`src/hw/rtl/upd_pkg.sv`:
```
package upd_pkg;

    localparam int BYTE_W    = 8;
    localparam int CNT_W     = 16;
    localparam int CFG_IDX_W = 8;
    localparam int CFG_DAT_W = 16;
    localparam int RES_MAX   = 4;   // results one word can cause
    localparam int CAND_MAX  = 3;   // data results one word can cause
    localparam int RES_CNT_W = 3;   // holds 0..RES_MAX
    localparam int RES_IDX_W = 2;
    localparam int CAND_IDX_W = 2;

    // escape phase codes
    localparam logic [1:0] PH_IDLE  = 2'd0;
    localparam logic [1:0] PH_PCT   = 2'd1;
    localparam logic [1:0] PH_DIGIT = 2'd2;

    // register indexes
    localparam logic [CFG_IDX_W-1:0] REG_DEST_CAPACITY = 8'd0;
    localparam logic [CFG_IDX_W-1:0] REG_STOP_AT_ZERO  = 8'd1;

    localparam logic [CNT_W-1:0] CAP_RESET = 16'd256;

    localparam logic [BYTE_W-1:0] CHAR_PCT   = 8'h25;
    localparam logic [BYTE_W-1:0] CHAR_0     = 8'h30;
    localparam logic [BYTE_W-1:0] CHAR_9     = 8'h39;
    localparam logic [BYTE_W-1:0] CHAR_UA    = 8'h41;
    localparam logic [BYTE_W-1:0] CHAR_UF    = 8'h46;
    localparam logic [BYTE_W-1:0] CHAR_LA    = 8'h61;
    localparam logic [BYTE_W-1:0] CHAR_LF    = 8'h66;
    localparam logic [BYTE_W-1:0] CHAR_NUL   = 8'h00;
    localparam logic [BYTE_W-1:0] HEX_ALPHA  = 8'd10;

    typedef struct packed {
        logic [1:0]        phase;
        logic [BYTE_W-1:0] held;
        logic [CNT_W-1:0]  written;
        logic              ovf;
        logic              skip;
    } t_state;

    typedef struct packed {
        logic [BYTE_W-1:0] data;
        logic              term;
        logic              trunc;
    } t_res;

    function automatic logic is_hex(input logic [BYTE_W-1:0] c);
        return (c >= CHAR_0 && c <= CHAR_9) || (c >= CHAR_UA && c <= CHAR_UF)
            || (c >= CHAR_LA && c <= CHAR_LF);
    endfunction

    function automatic logic [3:0] hex_val(input logic [BYTE_W-1:0] c);
        logic [BYTE_W-1:0] v;
        v = '0;
        if (c >= CHAR_0 && c <= CHAR_9) begin
            v = c - CHAR_0;
        end else if (c >= CHAR_UA && c <= CHAR_UF) begin
            v = c - CHAR_UA + HEX_ALPHA;
        end else if (c >= CHAR_LA && c <= CHAR_LF) begin
            v = c - CHAR_LA + HEX_ALPHA;
        end
        return v[3:0];
    endfunction

endpackage

```
`src/hw/rtl/upd_step.sv`:
```
module upd_step import upd_pkg::*; (
    input  t_state                    i_state,
    input  logic [BYTE_W-1:0]         i_byte,
    input  logic                      i_eos,
    input  logic [CNT_W-1:0]          i_cap,
    input  logic                      i_stop_at_zero,
    output t_state                    o_state,
    output t_res [RES_MAX-1:0]        o_res,
    output logic [RES_CNT_W-1:0]      o_count
);

    logic [BYTE_W-1:0]     cand [CAND_MAX];
    logic [CAND_IDX_W-1:0] ncand;
    logic                  consumed;
    logic                  zero_end;
    logic                  term;
    logic [CNT_W-1:0]      limit;
    t_state                s;
    t_res [RES_MAX-1:0]    res;
    logic [RES_CNT_W-1:0]  cnt;

    assign limit    = (i_cap == '0) ? '0 : i_cap - 1'b1;
    assign zero_end = i_stop_at_zero && (i_byte == CHAR_NUL);

    always_comb begin
        s        = i_state;
        ncand    = '0;
        consumed = 1'b0;
        term     = 1'b0;
        cnt      = '0;
        res      = '0;
        for (int k = 0; k < CAND_MAX; k++) begin
            cand[k] = '0;
        end

        if (i_state.skip) begin
            if (i_eos) begin
                s.skip = 1'b0;
            end
        end else begin
            // resolve a pending escape against this word
            case (i_state.phase)
                PH_PCT: begin
                    if (is_hex(i_byte)) begin
                        s.held   = i_byte;
                        s.phase  = PH_DIGIT;
                        consumed = 1'b1;
                    end else begin
                        cand[ncand] = CHAR_PCT;
                        ncand       = ncand + 1'b1;
                        s.phase     = PH_IDLE;
                        s.held      = '0;
                    end
                end
                PH_DIGIT: begin
                    if (is_hex(i_byte)) begin
                        cand[ncand] = {hex_val(i_state.held), hex_val(i_byte)};
                        ncand       = ncand + 1'b1;
                        consumed    = 1'b1;
                    end else begin
                        cand[ncand] = CHAR_PCT;
                        ncand       = ncand + 1'b1;
                        cand[ncand] = i_state.held;
                        ncand       = ncand + 1'b1;
                    end
                    s.phase = PH_IDLE;
                    s.held  = '0;
                end
                default: ;
            endcase

            if (!consumed && zero_end) begin
                // zero ends the string; skip to the end flag unless it is here
                term = 1'b1;
                if (!i_eos) begin
                    s.skip = 1'b1;
                end
            end else begin
                if (!consumed) begin
                    if (i_byte == CHAR_PCT) begin
                        s.phase = PH_PCT;
                    end else begin
                        cand[ncand] = i_byte;
                        ncand       = ncand + 1'b1;
                    end
                end
                if (i_eos) begin
                    term = 1'b1;
                    if (s.phase != PH_IDLE) begin
                        cand[ncand] = CHAR_PCT;
                        ncand       = ncand + 1'b1;
                    end
                    if (s.phase == PH_DIGIT) begin
                        cand[ncand] = s.held;
                        ncand       = ncand + 1'b1;
                    end
                    s.phase = PH_IDLE;
                    s.held  = '0;
                end
            end
        end

        // capacity check, in order
        for (int k = 0; k < CAND_MAX; k++) begin
            if (k < int'(ncand)) begin
                if (s.written < limit) begin
                    res[cnt[RES_IDX_W-1:0]].data = cand[k];
                    cnt       = cnt + 1'b1;
                    s.written = s.written + 1'b1;
                end else begin
                    s.ovf = 1'b1;
                end
            end
        end

        if (term) begin
            res[cnt[RES_IDX_W-1:0]].term  = 1'b1;
            res[cnt[RES_IDX_W-1:0]].trunc = s.ovf;
            cnt       = cnt + 1'b1;
            s.written = '0;
            s.ovf     = 1'b0;
        end
    end

    assign o_state = s;
    assign o_res   = res;
    assign o_count = cnt;

endmodule

```
`config.mk`:
```
export PLATFORM = sky130hd
export DESIGN_NAME = upd_step
export DESIGN_NICKNAME = d
export VERILOG_FILES = /design/src/hw/rtl/upd_pkg.sv /design/src/hw/rtl/upd_step.sv
export SDC_FILE = /design/constraint.sdc
export NUM_CORES = 1
export LEC_CHECK = 0
export BUFFER_PORTS_ARGS = -buffer_cell sky130_fd_sc_hd__buf_2
export CORE_MARGIN = 8
export CORE_UTILIZATION = 35
export DETAILED_ROUTE_END_ITERATION = 10
export PLACE_DENSITY = 0.53
export SETUP_SLACK_MARGIN = 0.15
export SYNTH_ARGS = -nofsm -noshare
export SYNTH_HDL_FRONTEND = slang
export SYNTH_SLANG_ARGS = --single-unit
```
`constraint.sdc`:
```
create_clock -name vclk -period 13.6
set_input_delay 1.36 -clock vclk [all_inputs]
set_output_delay 1.36 -clock vclk [all_outputs]
set_load 0.05 [all_outputs]
```
Yosys cells after proc, flatten, opt, wreduce, memory -nomap -nowiden
Cells that the tools add are included.
{"block": "classes", "n_mux": 105, "n_addsub": 20, "n_reduce_logical": 21, "bitwise_logic": 6, "eq_ne": 4, "magnitude_cmp": 30}
{"cell": "$mux W24", "n": 12}
{"cell": "$mux W40", "n": 5}
{"cell": "$bwmux W40", "n": 4}
{"cell": "$demux W10 S2", "n": 4}
{"cell": "$mux W8", "n": 10}
{"cell": "$mux W10", "n": 7}
{"cell": "$mux W17", "n": 4}
{"cell": "$mux W16", "n": 4}
{"cell": "$add A16 B1 Y16 const B", "n": 3}
{"cell": "$bwmux W24", "n": 2}
{"cell": "$demux W8 S2", "n": 3}
{"cell": "$lt A16 B16 Y1", "n": 3}
{"cell": "$mux W2", "n": 19}
{"cell": "$ge A8 B7 Y1 const B", "n": 4}
{"cell": "$le A8 B7 Y1 const B", "n": 4}
{"cell": "$mux W4", "n": 6}
{"cell": "$sub A4 B1 Y4 const B", "n": 6}
{"cell": "$pmux W10 S2", "n": 1}
{"cell": "$add A4 B4 Y4 const B", "n": 4}
{"cell": "$ge A8 B6 Y1 const B", "n": 2}
{"cell": "$le A8 B6 Y1 const B", "n": 2}
{"cell": "$logic_not A16 Y1", "n": 1}
{"cell": "$mux W1", "n": 16}
{"cell": "$pmux W8 S2", "n": 1}
{"cell": "25 further kinds", "n": 59}
{"block": "totals", "input_bits": 54, "ff_bits": 0, "out_inout_bits": 71, "word_cells": 186}

Logic depth before layout (Yosys ltp)
Gate-level depths: netlist of the first run.
{"block": "logic_depth", "ltp_word": 39, "depth_mapped": 51, "mapped_depth_nobuf": 46}

Worst setup path after synthesis of the first run
OpenSTA, ideal clock, no wires.
{"block": "synth_path", "path_kind": "input -> output", "start": "input i_byte[0]", "end": "output o_state[16] (netlist bit)", "path_stages": 49, "t_arrival_ps": 11361, "path_slack_ps": 879, "n_path_buf": 4, "path_cell_list": "clkbuf_1 > inv_1 > ha_1 > nor3b_1 > o22ai_1 > and3_1 > clkbuf_1 > mux2_2 > inv_1 > ha_1 > nand2_1 > a2bb2oi_1 > ha_1 > nand2_1 > o21a_1 > ha_1 > nand2_1 > or3_1 > [... 13 more ...] > a2111oi_2 > inv_1 > or3_1 > xnor2_1 > inv_1 > ha_1 > a21o_1 > a21o_1 > a21oi_1 > o21ai_0 > nor4_1 > o21ai_0 > nand3_1 > nand2_1 > or4_1 > buf_2 > or4_1 > a21oi_1"}
{"element": "from (decl)", "line": "upd_step.sv:3", "text": "input logic [BYTE_W-1:0] i_byte,"}
{"element": "to (decl)", "line": "upd_step.sv:7", "text": "output t_state o_state,"}

==> results_dict.tcl, run 1 <==
set metrics [dict create \
    fin_util_pct 41.9 \
    max_slew_margin_pct 17.6 \
    final_common_cell "buf_2" \
    worst-setup-path-type "input port to primary output" \
    die_h_um 144 \
    multiInputGateArea_um2 5400 \
    diodes 0 \
    synth_cell_types 83 \
    ys_seq_area_share_pct 0 \
    grt_pass1_vias 6402 \
    rsz0062_at_grt "false" \
    worstMarginPinSlew_ps 1210 \
    start_util_pct 35.8 \
    nets 1108 \
    finalWeightedCongestion 0.940 \
    area_growth_pct 16.8 \
    via_count 7000 \
    yosysWarnings 0 \
    synth_area_um2 5690 \
    crit_path_max_fanout 8 \
    fmax_mhz 77.2 \
    ioPinCount 125 \
    placed_area_um2 6500 \
    cts_hold_buf 0 \
    path_buf_inv 6 \
    die_w_um 144 \
    cap_violations 0 \
    wl_per_cell_um 19.1 \
    final_cell_mix "buf_2, nand2_1, nor2_1" \
    grt_pass1_wl_um 35200 \
    drtIter0Drc 547 \
    coreArea_um2 15900 \
    final.setup.tns_ps 0 \
    seq_cells 0 \
    wl_um 22800 \
    grt_max_degree 27 \
    detail-route-antenna-nets 0 \
    synth.avg_cell_area_um2 6.54 \
    grt_usage_pct 20.9 \
    synth_top_cell_by_area "ha_1" \
    hold_viol_final 0 \
    fin_area_um2 6650 \
    post-route-period-util_pct 95.3 \
    antenna_found_initial 1 \
    crit_path_start_kind "input port" \
    netlist.area_leader.share_pct 16.5 \
    syn-instance-count 871 \
    seq_area_um2 0 \
    status "finished clean" \
    end_kind "primary output" \
    grt-ovfl-total 0 \
    die_area_um2 20600 \
    fin_crit_ps 12960 \
    fill_cells 1728 \
    timing.final.ws_setup_ps 640 \
    critPathSlowestCell "or4_1" \
    via_per_inst 5.87 \
    hold_path.class "input port to primary output" \
    drive_gt1_share_pct 20.6 \
    arrival_ps 11600 \
    portBuffers 125 \
    slowest_delay_ps 650 \
    leakage_nw 3.00 \
    timing.final.max_slew_violations 0 \
    cellPowerDensity_nw_per_um2 46.5 \
    dpl_worst_slack_ps 409 \
    num-clock-buffers 0 \
    synth_nets 1000 \
    yosys-top-cells-area "ha_1, nand2_1, nor2_1" \
    crit_family "simple AND/OR/NAND/NOR gates" \
    finalSetupViolCount 0 \
    worst_ep_required_time_ps 12240 \
    drtPass1Iterations 5 \
    path_common_cell "ha_1" \
    hpwl_um 18700 \
    drcViolationCount 0 \
    rows 46 \
    ir_drop_uv 22.2 \
]
## where the power goes
part / total (W) / leakage, nW / internal (W) / switching (W)
Clock: 0 / 0 / 0 / 0
Sequential: 0 / 0 / 0 / 0
Combinational: 0.000309 / 3.00 / 0.0000976 / 0.000212
Total: 0.000309 / 3.00 / 0.0000976 / 0.000212
## cells in the mapped netlist, types with 4 or more instances
master    instances
a31oi_1          12
a32o_1            4
and2_1           13
nor2b_1           6
xor2_1           23
nor2_1           81
o211a_1           4
nand4_1          16
nand2_1         107
o31ai_1           7
a22o_1            5
a221o_1           4
nor3b_1           4
inv_1            38
nand2b_1         11
a22oi_1          13
nor3_1           37
buf_2             7
o21a_1            6
or3_1            11
nand3_1          29
clkbuf_1         29
a211oi_1          5
and3_1            8
ha_1             75
mux2i_1          12
or4_1             8
a21o_1           24
buf_6             6
nor4_1            9
o211ai_1         13
a21oi_1          57
o21ai_0          54
or2_2             8
xnor2_1          30
o22ai_1          15
nor4_2            4
## per-stage QoR
step                hold WS [ps]  power, W  std cells
global route                3200  0.000336       1193
finish                      3160  0.000309       1193
global placement            3160  0.000298       1186
floorplan                   3000  0.000212        871
detailed placement          3170  0.000297       1186
CTS                         3170  0.000298       1186
## metal layers
metal	share of wire [%]	global-route usage, %	vias to the layer above
met4	1.2	2.88	2
met5	0.066	0	-
met1	47	30.3	3209
met2	44	33.2	315
li1	-	-	3443
met3	8.2	2.26	31
## cell families (layout without fill, tap and decap cells)
kind of cell               after synthesis  count (layout)  share of synthesized area [%]
muxes                                   16              16                           3.10
AOI/OAI and AO/OA                      262             262                           31.3
and+or+nand+nor                        381             381                           34.4
xor gates and xnor gates                53              53                           8.15
adders and majority gates               75              75                           16.5
buffers and inverters                   84             190                           6.48
## layout make-up
type                       instances  area share [%]
tap                              216            4.06
multi-input combinational        787            81.2
timing repair buffer             150            12.5
inverter                          40            2.26
## what timing repair did
item / CTS / global route
endpoints found under the setup margin: 0 / 30
buffers inserted: 0 / 7
resized for setup: 0 / 17
## worst paths after layout
check / startpoint / to / slack, ps / cells after the start
hold / removal: i_state[26] / o_state[26] / 3160 / 4
setup / recovery: i_byte[1] / o_state[16] / 640 / 48
Power figures use the tool's default switching activity.
==> run 2, diff against run 1 <==
ABC_AREA = 1   (was unset)
PLACE_DENSITY = 0.52   (was 0.53)
SLEW_MARGIN = 20   (was unset)
==> run 2 against run 1 <==
Against the previous run: sequential share of layout area did not move; sequential cell count is the same; wire length fell by 6.5%; first-iteration DRC count is 24% higher; global-route usage is 0.66 points lower; non-clock buffer count decreased by 22; cell count up 16%; highest routed layer is now met4; combinational power increased by 30%; synthesized cell count up 22%; total power grew 30%.
==> results_dict.tcl, run 2 <==
set metrics [dict create \
    ys_seq_area_share_pct 0 \
    worstMarginPinSlew_ps 916 \
    cts_setup_buffers 0 \
    area_growth_pct 13.7 \
    diodes 0 \
    drive_gt1_share_pct 16.4 \
    timing.final.max_slew_violations 0 \
    end_kind "primary output" \
    num-clock-buffers 0 \
    crit_start "i_byte[1]" \
    portBuffers 125 \
    worst_ep_required_time_ps 12240 \
    crit_path_max_fanout 24 \
    grt_pass1_vias 6821 \
    crit_path_start_kind "input port" \
    switchingPower_w 0.000290 \
    die_h_um 144 \
    worst-setup-path-type "input port to primary output" \
    p_comb_share_pct 100.0 \
    die_area_um2 20700 \
    hold_start "i_eos" \
    synth_most_common_cell "nand2_1" \
    fmax_mhz 84.3 \
    rsz0062_at_grt "false" \
    synth_top_cell_by_area "nand2_1" \
    fin_crit_ps 11870 \
    p_clk_share_pct 0 \
    synth_nets 1192 \
    hold_viol_final 0 \
    final_cell_mix "nand2_1, inv_1, nor2_1" \
    via_per_inst 5.12 \
    final_common_cell "nand2_1" \
    max_slew_margin_pct 38.5 \
    finalWeightedCongestion 1.00 \
    finalSetupViolCount 0 \
    post-route-period-util_pct 87.3 \
    die_w_um 144 \
    nets 1299 \
    place_inst 1388 \
    synth_common_cells "nand2_1, inv_1, nor2_1" \
    via_count 7109 \
    arrival_ps 10510 \
    seq_cells 0 \
    leakage_nw 3.60 \
    synth_cell_types 52 \
    grt_usage_pct 20.3 \
    internal-power_w 0.000111 \
    grt_pass1_wl_um 34800 \
    ioPinCount 125 \
    grt_max_degree 25 \
    seq_area_um2 0 \
    start_util_pct 35.2 \
    coreArea_um2 16300 \
    fin_area_um2 6520 \
    cap_violations 0 \
    p_seq_share_pct 0 \
    wl_per_cell_um 15.4 \
    drtIter0Drc 678 \
    slowest_delay_ps 510 \
    wl_um 21300 \
    p_sw_share_pct 72.2 \
    drcViolationCount 0 \
    finalNonFillerCells 1388 \
    path_common_cell "nand2_1" \
    status "finished clean" \
    hpwl_um 18300 \
    holdWs_ps 3210 \
    antenna_found_initial 0 \
    synth_area_um2 5740 \
    placed_area_um2 6520 \
    cellPowerDensity_nw_per_um2 61.5 \
    yosys-top-cells-area "nand2_1, ha_1, inv_1" \
    hold_path.class "input port to primary output" \
    netlist.area_leader.share_pct 17.6 \
    syn-instance-count 1063 \
    grt-ovfl-total 0 \
    ir_drop_uv 32.8 \
    yosysWarnings 0 \
    critPathSlowestCell "nor3_1" \
    synth.avg_cell_area_um2 5.40 \
    cts_hold_buf 0 \
    drtPass1Iterations 5 \
    detail-route-antenna-nets 0 \
    cts-resized-gates 0 \
    rows 47 \
    final.setup.tns_ps 0 \
    total_power_w 0.000401 \
]
==> run 2: cell types whose count changed in the layout (fill, tap and decap cells not counted), sizes merged, moves of 12 or more <==
cell,before,now
nand2,108,289
inv,38,173
nor2,83,148
nand3,29,68
xnor2,30,0
a21o,24,0
buf,150,128
nor3,39,22
a21oi,59,46
o21ai,58,71
mux2i,13,1
o211ai,16,4
==> run 2: critical path, delay by kind of cell <==
family	cells	cell delay, ps
adders and majority gates	7	1790
xor gates and xnor gates	2	410
and+or+nand+nor	28	4560
AOI/OAI and AO/OA	4	850
buffers and inverters	11	1530
==> run 2: cell type report <==
| cell class | instances | area [µm²] |
|---|---|---|
| fill | 1894 | 9770 |
| timing repair buffer | 128 | 648 |
| inverter | 173 | 649 |
| multi-input combinational | 867 | 4950 |
| tap | 220 | 275 |
==> run 2: logic make-up (layout without fill, tap and decap cells) <==
logic type / Yosys count / after routing / share of synthesized area [%]
mux: 1 / 1 / 0.175
buf+inv: 196 / 301 / 13.8
simple gates: 579 / 579 / 46.0
fa+ha+maj: 75 / 75 / 16.4
compound gates: 181 / 181 / 18.8
xor+xnor: 31 / 31 / 4.86
==> run 2: worst paths after layout <==
path	cells after the start	slack [ps]	end
worst max-delay path	52	1730	o_count[1]
worst min-delay path	3	3210	o_state[0]
==> run 2: power groups by stage <==
stage          Clock [W]  Sequential [W]  Combinational (W)
2_1_floorplan          0               0           0.000300
3_3_place_gp           0               0           0.000399
3_5_place_dp           0               0           0.000398
4_1_cts                0               0           0.000399
5_1_grt                0               0           0.000449
6_report               0               0           0.000401
==> run 2: through the flow <==
stage | worst slack, ps | utilization (%)
after floorplan | 2640 | -
after global placement | 2000 | 40.0
after detailed placement | 1740 | 40.0
after CTS | 1740 | 40.0
after global routing | 752 | 40.0
final | 1730 | 40.0
==> run 2: routing by layer <==
metal / vias to the layer above / GRT usage [%] / wire, µm
met4: 0 / 1.22 / 214
met2: 275 / 32.3 / 8620
met3: 24 / 2.61 / 1720
li1: 3707 / - / -
met1: 3103 / 29.5 / 10800
met5: - / 0 / 0
==> run 3, diff against run 2 <==
clock period = 11.5 ns   (was 13.6 ns; I/O delays follow)
==> run 3 against run 2 <==
Against the previous run: sequential cell count unchanged; critical path depth increased by 2; non-clock buffer count increased by 7; setup slack got worse by 800 ps; wire length about the same; critical path type unchanged; critical endpoint unchanged.
==> results_dict.tcl, run 3 (synthesis results as in run 2) <==
set metrics [dict create \
    nets 1307 \
    place_inst 1389 \
    seq_area_um2 0 \
    die_w_um 144 \
    drcViolationCount 0 \
    grt_busiest_layer "met2" \
    final_cell_mix "nand2_1, inv_1, nor2_1" \
    post-route-period-util_pct 91.9 \
    ioPinCount 125 \
    die_h_um 144 \
    cts_hold_buf 0 \
    start_util_pct 35.2 \
    fin_crit_ps 10570 \
    use_met1_pct 29.1 \
    hpwl_um 18200 \
    grt_pass1_wl_um 33900 \
    antenna_found_initial 0 \
    coreArea_um2 16300 \
    fill_cells 1878 \
    seq_cells 0 \
    ir_drop_uv 39.5 \
    via_per_inst 5.19 \
    grt_use_met3_pct 2.71 \
    rsz0062_at_grt "false" \
    arrival_ps 9420 \
    max_slew_margin_pct 41.1 \
    drtPass1Iterations 5 \
    met2_usage_pct 30.7 \
    slowest_delay_ps 310 \
    cap_violations 0 \
    leakage_nw 3.63 \
    via_count 7239 \
    final.setup.tns_ps 0 \
    num-clock-buffers 0 \
    cellPowerDensity_nw_per_um2 72.8 \
    hold_path.class "input port to primary output" \
    worstMarginPinSlew_ps 876 \
    crit_path_max_fanout 24 \
    area_growth_pct 15.3 \
    status "finished clean" \
    finalNonFillerCells 1396 \
    grt_pass1_vias 6666 \
    worst-setup-path-type "input port to primary output" \
    critPathSlowestCell "ha_1" \
    wl_per_cell_um 15.3 \
    worst_ep_required_time_ps 10350 \
    wl_um 21300 \
    timing.final.max_slew_violations 0 \
    end_kind "primary output" \
    fmax_mhz 94.6 \
    portBuffers 125 \
    rows 47 \
    crit_path_start_kind "input port" \
    drtIter0Drc 580 \
    grt_usage_pct 19.8 \
    detail-route-antenna-nets 0 \
    final_common_cell "nand2_1" \
    grt-ovfl-total 0 \
    finalWeightedCongestion 0.944 \
    hold_viol_final 0 \
    grt_max_degree 25 \
    finalSetupViolCount 0 \
    path_common_cell "nand2_1" \
    drive_gt1_share_pct 17.4 \
    die_area_um2 20700 \
    timing.final.ws_setup_ps 933 \
    diodes 0 \
    dpl_worst_slack_ps 82.0 \
]
run 3: cell type report:
cell class	instances	area (µm²)	area share, %
multi-input cells	868	4980	75.4
repair buffers	135	701	10.6
inverters	173	653	9.88
well taps	220	275	4.16
run 3: worst paths after layout:
kind  startpoint          to  slack (ps)  cells past startpoint
max    i_byte[1]  o_count[1]         930                     54
min        i_eos  o_state[0]        2790                      3
run 3: per-stage QoR:
stage / total power, W / utilization (%) / hold WS, ps / cell area, µm²
after floorplan: 0.000355 / - / 2580 / 5740
after CTS: 0.000472 / 40.1 / 2790 / 6530
after global routing: 0.000537 / 40.6 / 2810 / 6610
final: 0.000481 / 40.6 / 2790 / 6610
after detailed placement: 0.000470 / 40.1 / 2780 / 6530
after global placement: 0.000472 / 40.1 / 2790 / 6530
run 3: what timing repair did:
action,CTS,global route
buffers inserted,0,6
pin swaps,0,1
gates cloned,0,1
endpoints found under the setup margin,2,56
gates resized for setup,1,6
run 3: worst max-delay path, delay by kind of cell:
family,cells,cell delay (ps)
xor gates and xnor gates,2,420
buffers and inverters,12,1530
and+or+nand+nor,29,3930
adders and majority gates,7,1760
AOI/OAI and AO/OA,4,620
run 3: where the power goes:
part           internal [W]  switching, W  leakage (nW)  total (W)
logic              0.000136      0.000345          3.63   0.000481
clock network             0             0             0          0
registers                 0             0             0          0
total              0.000136      0.000345          3.63   0.000481
run 3: per-layer routing:
metal / up-vias / share of wire (%)
met1: 3186 / 48
met3: 24 / 9.9
met4: 0 / 1.1
met5: - / 0
met2: 307 / 41
li1: 3722 / -
